`config.mk`:
```
export PLATFORM = sky130hd
export DESIGN_NAME = rtp_payload_equal_split
export DESIGN_NICKNAME = d
export VERILOG_FILES = /design/src/hw/rtl/rpes_pkg.sv /design/src/hw/rtl/rpes_div.sv /design/src/hw/rtl/rpes_fifo.sv /design/src/hw/rtl/rpes_front.sv /design/src/hw/rtl/rpes_back.sv /design/src/hw/rtl/rtp_payload_equal_split.sv
export SDC_FILE = /design/constraint.sdc
export NUM_CORES = 1
export LEC_CHECK = 0
export ABC_CLOCK_PERIOD_IN_PS = 10700
export BUFFER_PORTS_ARGS = -buffer_cell sky130_fd_sc_hd__buf_2
export CELL_PAD_IN_SITES_DETAIL_PLACEMENT = 1
export CELL_PAD_IN_SITES_GLOBAL_PLACEMENT = 2
export CORE_ASPECT_RATIO = 1.2
export CORE_MARGIN = 2
export CORE_UTILIZATION = 39
export DETAILED_ROUTE_END_ITERATION = 10
export PLACE_DENSITY = 0.82
export SYNTH_ARGS = -nofsm -noshare
export SYNTH_HDL_FRONTEND = slang
export SYNTH_SLANG_ARGS = --single-unit
```
`constraint.sdc`:
```
create_clock -name clk -period 10.7 [get_ports clk]
set_clock_uncertainty 0.2 [all_clocks]
set_input_delay 1.605 -clock clk [delete_from_list [all_inputs] [get_ports clk]]
set_output_delay 1.605 -clock clk [all_outputs]
set_load 0.005 [all_outputs]
```
`src/hw/rtl/rpes_pkg.sv`:
```
// Shared constants, types and codes of the RTP payload equal split block.
package rpes_pkg;

	localparam int MAX_PACKETS = 64;
	localparam int LEN_BITS = 16;

	localparam int LW = (LEN_BITS < 16) ? LEN_BITS : 16;
	localparam int SUM_W = ((LW > 13) ? LW : 13) + 1;
	localparam int DIV_W = (SUM_W > 16) ? SUM_W : 16;
	localparam int DCNT_W = $clog2(DIV_W + 1);
	localparam int CNT_W = $clog2(MAX_PACKETS + 1);

	localparam int QDEPTH = 2;
	localparam int QPTR_W = $clog2(QDEPTH);
	localparam int QCNT_W = $clog2(QDEPTH + 1);

	localparam logic [1:0] REG_MAX_PAYLOAD = 2'd0;
	localparam logic [1:0] REG_FIRST_OH = 2'd1;
	localparam logic [1:0] REG_LAST_OH = 2'd2;
	localparam logic [1:0] REG_SINGLE_OH = 2'd3;

	typedef enum logic [1:0] {
		ST_OK = 2'd0,
		ST_NOFIT = 2'd1,
		ST_OVER = 2'd2
	} status_t;

	typedef enum logic {
		JOB_WORD = 1'b0,
		JOB_RUN = 1'b1
	} kind_t;

	typedef struct packed {
		logic [15:0] max_payload;
		logic [11:0] first_oh;
		logic [11:0] last_oh;
		logic [11:0] single_oh;
	} cfg_t;

	typedef struct packed {
		kind_t kind;
		logic [LW-1:0] bytes;
		status_t status;
		logic [CNT_W-1:0] count;
		logic [SUM_W-1:0] base;
		logic [CNT_W-1:0] larger;
	} job_t;

	typedef struct packed {
		logic push;
		logic pop;
	} q_ctl_t;

	typedef struct packed {
		logic full;
		logic empty;
	} q_stat_t;

endpackage

```
`src/hw/rtl/rpes_div.sv`:
```
// Restoring serial divider producing one quotient bit per cycle.
module rpes_div (
	input  logic                      clk,
	input  logic                      arst_n,
	input  logic                      start,
	input  logic [rpes_pkg::DIV_W-1:0] dividend,
	input  logic [rpes_pkg::DIV_W-1:0] divisor,
	output logic                      done,
	output logic [rpes_pkg::DIV_W-1:0] quotient,
	output logic [rpes_pkg::DIV_W-1:0] remainder
);

	logic                        run_q;
	logic                        done_q;
	logic [rpes_pkg::DCNT_W-1:0] cnt_q;
	logic [rpes_pkg::DIV_W-1:0]  rem_q;
	logic [rpes_pkg::DIV_W-1:0]  quo_q;
	logic [rpes_pkg::DIV_W-1:0]  dvs_q;
	logic [rpes_pkg::DIV_W:0]    trial;
	logic                        take;
	logic [rpes_pkg::DIV_W-1:0]  rem_n;

	always_comb begin
		trial = {rem_q, quo_q[rpes_pkg::DIV_W-1]};
		take = (trial >= {1'b0, dvs_q});
		if (take) begin
			rem_n = rpes_pkg::DIV_W'(trial - {1'b0, dvs_q});
		end else begin
			rem_n = trial[rpes_pkg::DIV_W-1:0];
		end
	end

	always_ff @(posedge clk or negedge arst_n) begin
		if (!arst_n) begin
			run_q <= 1'b0;
			done_q <= 1'b0;
			cnt_q <= '0;
		end else begin
			done_q <= 1'b0;
			if (start) begin
				run_q <= 1'b1;
				cnt_q <= rpes_pkg::DCNT_W'(rpes_pkg::DIV_W);
			end else if (run_q) begin
				cnt_q <= cnt_q - 1'b1;
				if (cnt_q == rpes_pkg::DCNT_W'(1)) begin
					run_q <= 1'b0;
					done_q <= 1'b1;
				end
			end
		end
	end

	always_ff @(posedge clk) begin
		if (start) begin
			rem_q <= '0;
			quo_q <= dividend;
			dvs_q <= divisor;
		end else if (run_q) begin
			rem_q <= rem_n;
			quo_q <= {quo_q[rpes_pkg::DIV_W-2:0], take};
		end
	end

	assign done = done_q;
	assign quotient = quo_q;
	assign remainder = rem_q;

endmodule

```
`src/hw/rtl/rpes_fifo.sv`:
```
// Short job queue between the front and the back of the split block.
module rpes_fifo (
	input  logic              clk,
	input  logic              arst_n,
	input  rpes_pkg::q_ctl_t  ctl,
	input  rpes_pkg::job_t    wr_job,
	output rpes_pkg::job_t    rd_job,
	output rpes_pkg::q_stat_t stat
);

	rpes_pkg::job_t              mem_q [rpes_pkg::QDEPTH];
	logic [rpes_pkg::QPTR_W-1:0] wr_ptr_q;
	logic [rpes_pkg::QPTR_W-1:0] rd_ptr_q;
	logic [rpes_pkg::QCNT_W-1:0] cnt_q;
	logic                        do_push;
	logic                        do_pop;

	assign stat.full = (cnt_q == rpes_pkg::QCNT_W'(rpes_pkg::QDEPTH));
	assign stat.empty = (cnt_q == '0);
	assign do_push = ctl.push && !stat.full;
	assign do_pop = ctl.pop && !stat.empty;
	assign rd_job = mem_q[rd_ptr_q];

	always_ff @(posedge clk or negedge arst_n) begin
		if (!arst_n) begin
			wr_ptr_q <= '0;
			rd_ptr_q <= '0;
			cnt_q <= '0;
		end else begin
			if (do_push) begin
				wr_ptr_q <= (wr_ptr_q == rpes_pkg::QPTR_W'(rpes_pkg::QDEPTH - 1)) ?
					'0 : wr_ptr_q + 1'b1;
			end
			if (do_pop) begin
				rd_ptr_q <= (rd_ptr_q == rpes_pkg::QPTR_W'(rpes_pkg::QDEPTH - 1)) ?
					'0 : rd_ptr_q + 1'b1;
			end
			if (do_push && !do_pop) begin
				cnt_q <= cnt_q + 1'b1;
			end else if (do_pop && !do_push) begin
				cnt_q <= cnt_q - 1'b1;
			end
		end
	end

	always_ff @(posedge clk) begin
		if (do_push) begin
			mem_q[wr_ptr_q] <= wr_job;
		end
	end

endmodule

```
`src/hw/rtl/rpes_front.sv`:
```
// Front end: accepts a payload length, classifies it and computes the split.
module rpes_front (
	input  logic              clk,
	input  logic              arst_n,
	input  rpes_pkg::cfg_t    cfg,
	input  logic              start,
	input  logic [15:0]       payload_length,
	output logic              busy,
	input  rpes_pkg::q_stat_t q_stat,
	output logic              q_push,
	output rpes_pkg::job_t    q_job
);

	typedef enum logic [4:0] {
		F_IDLE  = 5'b00001,
		F_CLASS = 5'b00010,
		F_DIV1  = 5'b00100,
		F_DIV2  = 5'b01000,
		F_PUSH  = 5'b10000
	} fstate_t;

	fstate_t                    state_q;
	logic [rpes_pkg::LW-1:0]    pay_q;
	logic [rpes_pkg::DIV_W-1:0] total_q;
	logic [rpes_pkg::CNT_W-1:0] count_q;
	rpes_pkg::job_t             job_q;
	logic                       div_start_q;
	logic [rpes_pkg::DIV_W-1:0] dividend_q;
	logic [rpes_pkg::DIV_W-1:0] divisor_q;

	logic                       div_done;
	logic [rpes_pkg::DIV_W-1:0] div_quo;
	logic [rpes_pkg::DIV_W-1:0] div_rem;
	logic [rpes_pkg::DIV_W-1:0] pay_w;
	logic [rpes_pkg::DIV_W-1:0] maxp_w;
	logic [rpes_pkg::DIV_W-1:0] single_sum;
	logic [rpes_pkg::DIV_W-1:0] total_sum;
	logic [rpes_pkg::DIV_W-1:0] cnt_raw;
	logic [rpes_pkg::DIV_W-1:0] cnt;
	logic                       fits;
	logic                       cap_err;

	rpes_div u_div (
		.clk       (clk),
		.arst_n    (arst_n),
		.start     (div_start_q),
		.dividend  (dividend_q),
		.divisor   (divisor_q),
		.done      (div_done),
		.quotient  (div_quo),
		.remainder (div_rem)
	);

	always_comb begin
		pay_w = rpes_pkg::DIV_W'(pay_q);
		maxp_w = rpes_pkg::DIV_W'(cfg.max_payload);
		single_sum = pay_w + rpes_pkg::DIV_W'(cfg.single_oh);
		total_sum = pay_w + rpes_pkg::DIV_W'(cfg.first_oh) + rpes_pkg::DIV_W'(cfg.last_oh);
		fits = (maxp_w >= single_sum);
		cap_err = (cfg.max_payload <= 16'(cfg.first_oh)) ||
			(cfg.max_payload <= 16'(cfg.last_oh));
		cnt_raw = div_quo + rpes_pkg::DIV_W'(div_rem != '0);
		cnt = (cnt_raw == rpes_pkg::DIV_W'(1)) ? rpes_pkg::DIV_W'(2) : cnt_raw;
	end

	assign busy = (state_q != F_IDLE);
	assign q_push = (state_q == F_PUSH) && !q_stat.full;
	assign q_job = job_q;

	always_ff @(posedge clk or negedge arst_n) begin
		if (!arst_n) begin
			state_q <= F_IDLE;
			div_start_q <= 1'b0;
		end else begin
			div_start_q <= 1'b0;
			unique case (state_q)
				F_IDLE: begin
					if (start) begin
						state_q <= F_CLASS;
					end
				end
				F_CLASS: begin
					if (fits || cap_err) begin
						state_q <= F_PUSH;
					end else begin
						div_start_q <= 1'b1;
						state_q <= F_DIV1;
					end
				end
				F_DIV1: begin
					if (div_done) begin
						if (pay_w < cnt || cnt > rpes_pkg::DIV_W'(rpes_pkg::MAX_PACKETS)) begin
							state_q <= F_PUSH;
						end else begin
							div_start_q <= 1'b1;
							state_q <= F_DIV2;
						end
					end
				end
				F_DIV2: begin
					if (div_done) begin
						state_q <= F_PUSH;
					end
				end
				F_PUSH: begin
					if (!q_stat.full) begin
						state_q <= F_IDLE;
					end
				end
				default: state_q <= F_IDLE;
			endcase
		end
	end

	always_ff @(posedge clk) begin
		unique case (state_q)
			F_IDLE: begin
				if (start) begin
					pay_q <= payload_length[rpes_pkg::LW-1:0];
				end
			end
			F_CLASS: begin
				job_q.kind <= rpes_pkg::JOB_WORD;
				job_q.count <= '0;
				job_q.base <= '0;
				job_q.larger <= '0;
				if (fits) begin
					job_q.bytes <= pay_q;
					job_q.status <= rpes_pkg::ST_OK;
				end else begin
					job_q.bytes <= '0;
					job_q.status <= rpes_pkg::ST_NOFIT;
				end
				total_q <= total_sum;
				dividend_q <= total_sum;
				divisor_q <= maxp_w;
			end
			F_DIV1: begin
				if (div_done) begin
					count_q <= rpes_pkg::CNT_W'(cnt);
					dividend_q <= total_q;
					divisor_q <= cnt;
					if (pay_w < cnt) begin
						job_q.status <= rpes_pkg::ST_NOFIT;
					end else begin
						job_q.status <= rpes_pkg::ST_OVER;
					end
				end
			end
			F_DIV2: begin
				if (div_done) begin
					job_q.kind <= rpes_pkg::JOB_RUN;
					job_q.bytes <= pay_q;
					job_q.status <= rpes_pkg::ST_OK;
					job_q.count <= count_q;
					job_q.base <= rpes_pkg::SUM_W'(div_quo);
					job_q.larger <= rpes_pkg::CNT_W'(div_rem);
				end
			end
			F_PUSH: begin
			end
			default: begin
			end
		endcase
	end

endmodule

```
`src/hw/rtl/rpes_back.sv`:
```
// Back end: takes jobs from the queue and, while it runs a split job, emits one packet size per cycle.
module rpes_back (
	input  logic              clk,
	input  logic              arst_n,
	input  rpes_pkg::cfg_t    cfg,
	input  rpes_pkg::q_stat_t q_stat,
	input  rpes_pkg::job_t    q_job,
	output logic              q_pop,
	output logic              result_valid,
	output logic [15:0]       packet_bytes,
	output logic              last_packet,
	output logic [1:0]        status
);

	typedef enum logic [1:0] {
		B_IDLE = 2'b01,
		B_RUN  = 2'b10
	} bstate_t;

	bstate_t                    state_q;
	logic                       valid_q;
	logic [15:0]                bytes_q;
	logic                       last_q;
	rpes_pkg::status_t          status_q;
	logic [rpes_pkg::LW-1:0]    rem_q;
	logic [rpes_pkg::CNT_W-1:0] left_q;
	logic [rpes_pkg::SUM_W-1:0] base_q;
	logic [rpes_pkg::CNT_W-1:0] larger_q;
	logic                       first_q;

	logic [rpes_pkg::SUM_W-1:0] base_n;
	logic [rpes_pkg::SUM_W-1:0] fo_w;
	logic [rpes_pkg::SUM_W-1:0] rem_w;
	logic [rpes_pkg::SUM_W-1:0] cur0;
	logic [rpes_pkg::SUM_W-1:0] cur1;
	logic [rpes_pkg::SUM_W-1:0] cur2;
	logic [rpes_pkg::LW-1:0]    rem_n;
	logic [rpes_pkg::CNT_W-1:0] left_n;
	logic                       run_last;

	always_comb begin
		base_n = (left_q == larger_q) ? base_q + 1'b1 : base_q;
		fo_w = rpes_pkg::SUM_W'(cfg.first_oh);
		rem_w = rpes_pkg::SUM_W'(rem_q);
		cur0 = base_n;
		if (first_q) begin
			cur0 = (base_n > fo_w + 1'b1) ? base_n - fo_w : rpes_pkg::SUM_W'(1);
		end
		cur1 = (cur0 > rem_w) ? rem_w : cur0;
		cur2 = (left_q == rpes_pkg::CNT_W'(2) && cur1 == rem_w) ? cur1 - 1'b1 : cur1;
		rem_n = rem_q - cur2[rpes_pkg::LW-1:0];
		left_n = left_q - 1'b1;
		run_last = (rem_n == '0) || (left_n == '0);
	end

	assign q_pop = (state_q == B_IDLE) && !q_stat.empty;
	assign result_valid = valid_q;
	assign packet_bytes = bytes_q;
	assign last_packet = last_q;
	assign status = status_q;

	always_ff @(posedge clk or negedge arst_n) begin
		if (!arst_n) begin
			state_q <= B_IDLE;
			valid_q <= 1'b0;
		end else begin
			valid_q <= 1'b0;
			unique case (state_q)
				B_IDLE: begin
					if (!q_stat.empty) begin
						if (q_job.kind == rpes_pkg::JOB_WORD) begin
							valid_q <= 1'b1;
						end else begin
							state_q <= B_RUN;
						end
					end
				end
				B_RUN: begin
					valid_q <= 1'b1;
					if (run_last) begin
						state_q <= B_IDLE;
					end
				end
				default: state_q <= B_IDLE;
			endcase
		end
	end

	always_ff @(posedge clk) begin
		unique case (state_q)
			B_IDLE: begin
				bytes_q <= 16'(q_job.bytes);
				last_q <= 1'b1;
				status_q <= q_job.status;
				rem_q <= q_job.bytes;
				left_q <= q_job.count;
				base_q <= q_job.base;
				larger_q <= q_job.larger;
				first_q <= 1'b1;
			end
			B_RUN: begin
				bytes_q <= 16'(cur2);
				last_q <= run_last;
				status_q <= rpes_pkg::ST_OK;
				rem_q <= rem_n;
				left_q <= left_n;
				base_q <= base_n;
				first_q <= 1'b0;
			end
			default: begin
			end
		endcase
	end

endmodule

```
`src/hw/rtl/rtp_payload_equal_split.sv`:
```
// Top level of the RTP payload equal split block with its configuration registers.
//
// Channel  Direction  Handshake              Word
// command  in         start, busy            payload_length
// result   out        result_valid strobe    packet_bytes, last_packet, status
// config   in         cfg_valid, cfg_ready   cfg_index, cfg_data
//
// A length that fits one packet or fails a capacity check skips the divider in the front.
// A split runs two serial divisions in the front: the total by the maximum payload, then by the count.
// A count that would leave a packet without payload or exceeds the limit ends after the first division.
// The back answers a single-word job as it pops it; a split job it loads, then emits its sizes back to back.
// Reset clears all control state; the configuration registers return to their defaults.
// The result strobe cannot be held off; busy is high until the front has queued its job.
module rtp_payload_equal_split (
	input  logic        clk,
	input  logic        arst_n,
	input  logic        start,
	output logic        busy,
	input  logic [15:0] payload_length,
	output logic        result_valid,
	output logic [15:0] packet_bytes,
	output logic        last_packet,
	output logic [1:0]  status,
	input  logic        cfg_valid,
	output logic        cfg_ready,
	input  logic [1:0]  cfg_index,
	input  logic [15:0] cfg_data
);

	rpes_pkg::cfg_t    cfg_q;
	rpes_pkg::q_ctl_t  q_ctl;
	rpes_pkg::q_stat_t q_stat;
	rpes_pkg::job_t    wr_job;
	rpes_pkg::job_t    rd_job;

	assign cfg_ready = 1'b1;

	always_ff @(posedge clk or negedge arst_n) begin
		if (!arst_n) begin
			cfg_q.max_payload <= 16'd1200;
			cfg_q.first_oh <= '0;
			cfg_q.last_oh <= '0;
			cfg_q.single_oh <= '0;
		end else if (cfg_valid && cfg_ready) begin
			unique case (cfg_index)
				rpes_pkg::REG_MAX_PAYLOAD: cfg_q.max_payload <= cfg_data;
				rpes_pkg::REG_FIRST_OH: cfg_q.first_oh <= cfg_data[11:0];
				rpes_pkg::REG_LAST_OH: cfg_q.last_oh <= cfg_data[11:0];
				rpes_pkg::REG_SINGLE_OH: cfg_q.single_oh <= cfg_data[11:0];
				default: begin
				end
			endcase
		end
	end

	rpes_front u_front (
		.clk            (clk),
		.arst_n         (arst_n),
		.cfg            (cfg_q),
		.start          (start),
		.payload_length (payload_length),
		.busy           (busy),
		.q_stat         (q_stat),
		.q_push         (q_ctl.push),
		.q_job          (wr_job)
	);

	rpes_fifo u_fifo (
		.clk    (clk),
		.arst_n (arst_n),
		.ctl    (q_ctl),
		.wr_job (wr_job),
		.rd_job (rd_job),
		.stat   (q_stat)
	);

	rpes_back u_back (
		.clk          (clk),
		.arst_n       (arst_n),
		.cfg          (cfg_q),
		.q_stat       (q_stat),
		.q_job        (rd_job),
		.q_pop        (q_ctl.pop),
		.result_valid (result_valid),
		.packet_bytes (packet_bytes),
		.last_packet  (last_packet),
		.status       (status)
	);

endmodule
```
After elaboration in Yosys (flattened, before gate mapping)

Memories as Yosys holds them, arrays and structs flattened.
Cells that the tools add are included.

Add/sub/neg operators: 16
$lt $le $gt $ge: 8
Equal/unequal tests: 24
Mux-type cells: 59
Reductions and logical operators: 37

Operators by type and width:

| operator                | count |
|---|---|
| $mux W17                | 10 |
| $pmux W17 S2            | 4 |
| $pmux W16 S2            | 2 |
| $pmux W31 S2            | 1 |
| $mux W50                | 1 |
| $mux W5                 | 8 |
| $add A16 B12 Y17        | 2 |
| $le A16 B12 Y1          | 2 |
| $pmux W5 S5             | 1 |
| $ge A18 B17 Y1          | 1 |
| $mux W18                | 1 |
| $add A17 B1 Y17         | 1 |
| $add A17 B1 Y17 const B | 1 |
| $add A17 B12 Y17        | 1 |
| $eq A17 B1 Y1 const B   | 1 |
| $eq A17 B16 Y1          | 1 |
| $ge A16 B17 Y1          | 1 |
| $gt A17 B16 Y1          | 1 |
| $gt A17 B17 Y1          | 1 |
| $gt A17 B7 Y1 const B   | 1 |
| $lt A16 B17 Y1          | 1 |
| $reduce_bool A17 Y1     | 1 |
| $sub A17 B12 Y17        | 1 |
| $sub A17 B17 Y17        | 1 |
| other kinds (38)        | 98 |

Flip-flop bits (word level): 314
Memory bits (writable): 100
Bits of input ports: 38
Output and inout bits: 22
Word-level logic and storage cells: 181
Memories kept: 1

Memories:

| name         | depth | width | rd ports | clocked after memory_dff | wr ports | RTL line        | source |
|---|---|---|---|---|---|---|---|
| u_fifo.mem_q | 2     | 50    | 1        | 0                        | 1        | rpes_fifo.sv:11 | `rpes_pkg::job_t mem_q [rpes_pkg::QDEPTH];` |

Depth between registers and ports, before layout

Depth after elaboration: 15
Depth in mapped cells: 49
Gate-level depth less buffers: 46

Cells and area by module

A second synthesis with hierarchy kept.

Cells, all modules: 2179
Area total of the unflattened synthesis: 24951.4 um^2

Modules (own cells, without submodules):

| module                  | times used | cells an instance | area an instance (um^2) | sequential area each (um^2) |
|---|---|---|---|---|
| rpes_front              | 1          | 728               | 8145.3                  | 3875.0 |
| rpes_back               | 1          | 837               | 7367.1                  | 2088.3 |
| rpes_fifo               | 1          | 175               | 4057.6                  | 3103.0 |
| rpes_div                | 1          | 325               | 3404.5                  | 1536.5 |
| rtp_payload_equal_split | 1          | 114               | 1976.9                  | 1306.3 |

Least setup slack after synthesis

Ideal clock, no wire load.

Kind: reg-to-reg
From: register u_back.left_q[0] (netlist name)
To: register u_back.state_q[1]
Setup time: 0.128 ns
Arrival: 9.994 ns
Required time: 10.372 ns
Path slack: 0.379 ns
Stages on the path, launching flop included: 47
Path buffers: 3
Period minus slack after synthesis: 10.321 ns
Path through: edfxtp_1 -> xnor2_1 -> nand4_1 -> clkbuf_1 -> nor2_1 -> mux2i_1 -> inv_1 -> ha_1 -> nor2b_1 -> o31ai_1 -> or4_1 -> and3_1 -> maj3_2 -> a2111o_1 -> a41o_1 -> buf_6 -> clkbuf_1 -> nor2_1 -> [11 not listed] -> a21oi_4 -> mux2_2 -> fa_1 -> a21o_1 -> a21oi_1 -> o21ai_0 -> a21oi_1 -> o21bai_1 -> a211oi_1 -> o21ai_0 -> and3_1 -> nor3_1 -> nand2_1 -> nor4_1 -> nand3b_1 -> mux2i_1 -> nor3_2 -> mux2_1

Word-level cells in the longest chain between the ends: 15

Ends and longest elaborated chain:

| item                                                                      | RTL line         | source |
|---|---|---|
| start, declared                                                           | rpes_back.sv:26  | `logic [rpes_pkg::CNT_W-1:0] left_q;` |
| start signal, assigned                                                    | rpes_back.sv:96  | `left_q <= q_job.count;` |
| start signal, assigned                                                    | rpes_back.sv:106 | `left_q <= left_n;` |
| parallel branches: the longest is 12 deep, another holds $sub A17 B12 Y17 | --               |  |
| $logic_or A1 B1 Y1 *                                                      | rpes_back.sv:53  | `run_last = (rem_n == '0) \|\| (left_n == '0);` |
| $ne A2 B1 Y1 (no source line) *                                           | --               |  |
| $reduce_and A3 Y1 (no source line) *                                      | --               |  |
| end signal, assigned                                                      | rpes_back.sv:64  | `state_q <= B_IDLE;` |
| end signal, assigned                                                      | rpes_back.sv:74  | `state_q <= B_RUN;` |
| end signal, assigned                                                      | rpes_back.sv:81  | `state_q <= B_IDLE;` |
| end, declared                                                             | rpes_back.sv:20  | `bstate_t state_q;` |

Mark *: on every way between the ends.
A chain may end at the register's enable or synchronous reset.

Worst setup path in the final report

From: register u_back.left_q[4] (netlist name)
To: register u_back.state_q[1]

Same word-level chain as after synthesis.

==> flow_summary.toml <==
[global_route]
grt_pass1_vias = 17800
grt_use_total_pct = 21.5
grt_max_degree = 96
grt_remaining_overflow = 0
grt_pass1_wl_um = 104000
antenna_found_initial = 0

[worst_setup_path]
cp.required_ps = 10960
end_kind = "flip-flop"
slowest_stage = "or4_4"
crit_path_max_fanout = 6
crit_path_start_kind = "flip-flop"
crit_path_frequent_cell = "buf_4"
timing.setup.critical_path_class = "reg -> reg"
max_stage_delay_ps = 560
arrival_ps = 10470

[floorplanning]
core_um2 = 59600
ios = 60
dieWidth_um = 228
design.die.area_um2 = 62200
die_y_um = 273
start_util_pct = 39.4
fp-row-count = 98

[final_layout]
fillCellCount = 6553
fin_nets = 2401
layout-drive-gt1-share_pct = 14.2
area_growth_pct = 12.9
multiInputGateArea_um2 = 10900
antenna_cells = 0
regArea_um2 = 11900

[placement]
gp_congestion = 0.898
portBuffers = 58
dpl.hpwl_um = 51100

[route]
met3_wirelength_um = 1780
wl_per_cell_um = 22.1
dr.pass1.iters = 4
top_layer = "met4"
drt-initial-drc-count = 800
wirelength_um = 66600
detail-route-antenna-nets = 0
route.detailed.drc = 0
viasPerCell = 5.42
drt-met1-wl_um = 27000
dr_total_vias = 16400
wl_met2_um = 35900

[synth]
synth_edf_count = 325
synth_warnings = 0
synthDistinctLibCells = 87
syn_inst = 2099
netlist_top_cells_area = "edfxtp_1 42%, ha_1 8.6%, dfrtp_1 7.0%"
syn_nets = 2315
synthFlopType = "edfxtp_1"
avgSynthCellArea_um2 = 11.2
yosys.area.top_type = "edfxtp_1"
syn_area_um2 = 23500
ys_ff_latch = 414
synth.yosys.seq_area_share_pct = 50.7
synth_top_area_share_pct = 41.6
async_flop_share_pct = 17.4

[run_status]
outcome = "complete, no violations"

[sta]
finalHoldViolations = 0
slew_viol_final = 0
fin_crit_sh_pct = 95.4
tns_ps = 0
period_minus_slack_ps = 10210
relSlewSlack_pct = 23.8
max_clock_freq_mhz = 97.9
worst_pin_slew_ps = 1140
finalSetupViolCount = 0

[clocking]
clock-sinks = 414
tritoncts.num_buffers = 44
cts.path.max_buffers = 3
tritoncts = "yes"
cts-root-buf = "clkbuf_16"
ctsHoldBuffers = 0
worstSkewPairLatency_ps = 590
htreeDepth = 2
path_clk_slew_ps = 60

[run]
max-cap-violations = 0

[hold_path]
hold_class = "reg -> reg"
[layout make-up]
cell class | instances | share of cell area (%)
multi-input combinational | 1484 | 41.2
timing repair buffer | 108 | 2.52
clock buffer | 54 | 4.45
sequential | 414 | 44.9
inverter | 133 | 1.88
tap | 800 | 3.78
clock inverter | 26 | 1.22
[metal layers]
metal / GRT usage [%] / up-vias
li1: - / 7840
met1: 24.7 / 8197
met2: 41.5 / 227
met3: 2.77 / 93
met4: 6.38 / 0
met5: 0 / -
[worst max-delay path, delay by kind of cell, from the launching register on]
family                   cells  cell delay, ps
multiplexers                 4            1180
flip-flops                   1             470
XOR/XNOR                     1             230
AO/OA/AOI/OAI               15            2800
adder cells (fa/ha/maj)      4            1240
AND/OR/NAND/NOR             16            3370
buffers and inverters        4             610
[flip-flops by register name (all words and copies together) (netlist names), 17 cells and up]
signal / flops
u_front.u_div.dvs_q: 17
cfg_q: 52
u_front.divisor_q: 17
u_front.q_job: 50
u_front.u_div.remainder: 17
u_front.total_q: 17
u_front.dividend_q: 17
u_fifo.mem_q: 100
u_back.base_q: 17
u_front.u_div.quotient: 17
[placed cells by master (no fill, tap or decap), types with 12 or more instances in the layout]
| cell type | netlist | layout |
|---|---|---|
| nand2b_1 | 25 | 25 |
| nor2_1 | 145 | 141 |
| nor3_1 | 33 | 32 |
| nand3_1 | 44 | 44 |
| mux2_2 | 79 | 79 |
| dfrtp_1 | 66 | 64 |
| dfxtp_1 | 17 | 17 |
| nand2_1 | 146 | 145 |
| edfxtp_1 | 325 | 325 |
| mux2i_1 | 40 | 39 |
| nand4_1 | 31 | 31 |
| a211oi_1 | 50 | 48 |
| a21oi_1 | 97 | 95 |
| xnor2_1 | 81 | 80 |
| and3_1 | 14 | 14 |
| nand3b_1 | 12 | 12 |
| buf_2 | 2 | 57 |
| o21a_1 | 35 | 35 |
| or3_1 | 15 | 14 |
| nor4_1 | 18 | 17 |
| and2_1 | 54 | 53 |
| buf_4 | 2 | 51 |
| nor2b_1 | 53 | 52 |
| o21ai_0 | 96 | 92 |
| fa_1 | 17 | 17 |
| o22ai_1 | 18 | 18 |
| ha_1 | 161 | 160 |
| a21o_1 | 23 | 23 |
| a21boi_0 | 17 | 17 |
| clkbuf_16 | 0 | 45 |
| xor2_1 | 51 | 50 |
| inv_1 | 131 | 130 |
[synthesized netlist by cell type, types with 8 or more instances]
| cell | count |
|---|---|
| dfxtp_1 | 17 |
| or2_2 | 10 |
| nor2_1 | 145 |
| mux2i_1 | 40 |
| nand3b_1 | 12 |
| o211ai_1 | 8 |
| o21ai_0 | 96 |
| clkbuf_1 | 50 |
| nand3_1 | 44 |
| edfxtp_1 | 325 |
| mux2_2 | 79 |
| o22ai_1 | 18 |
| or3_1 | 15 |
| nand2b_1 | 25 |
| dfrtp_1 | 66 |
| nor3_1 | 33 |
| buf_1 | 12 |
| and2_1 | 54 |
| xnor2_1 | 81 |
| xor2_1 | 51 |
| nor2b_1 | 53 |
| inv_1 | 131 |
| ha_1 | 161 |
| o21a_1 | 35 |
| nand4_1 | 31 |
| nor4_1 | 18 |
| a21o_1 | 23 |
| nand2_1 | 146 |
| a211oi_1 | 50 |
| a21boi_0 | 17 |
| and3_1 | 14 |
| fa_1 | 17 |
| a21oi_1 | 97 |
[cell families after synthesis]
group / share of synthesized area [%]
mux: 5.54
simple gates: 13.7
flops: 50.7
fa+ha+maj: 10.1
other cells: 0.0160
compound gates: 11.7
buf+inv: 3.29
xor+xnor: 4.93
[per-stage QoR]
stage                     setup WS, ps  hold WS, ps  instances  instance area [um^2]  utilization, %
after global placement             256          208       2933                 24900            41.7
after CTS                         54.1          222       3013                 26400            44.3
final                              488          220       3019                 26500            44.5
after detailed placement         -32.4          208       2933                 24900            41.7
after global routing             -14.0          231       3019                 26500            44.5
after floorplan                    379          200       2099                 23500               -
[final timing paths]
path,start,end,slack (ps),depth (start not counted)
worst min-delay path,u_front.divisor_q[6],u_front.u_div.dvs_q[6],220,0
max in group asynchronous,arst_n,cfg_q[13],8500,2
worst max-delay path,u_back.left_q[4],u_back.state_q[1],490,44
min in group asynchronous,arst_n,u_front.u_div.cnt_q[0],700,1
worst max register to register,u_back.left_q[4],u_back.state_q[1],490,44
worst min register to register,u_front.divisor_q[6],u_front.u_div.dvs_q[6],220,0
[repair_timing]
action	CTS	global route
pin swaps	2	5
buffers inserted	0	6
gates cloned	0	0
setup endpoints to repair	2	4
resized for setup	4	21
Power is left out: the tool's default activity adds up to more than one toggle a clock period on the data nets, which glitch-free logic cannot reach.
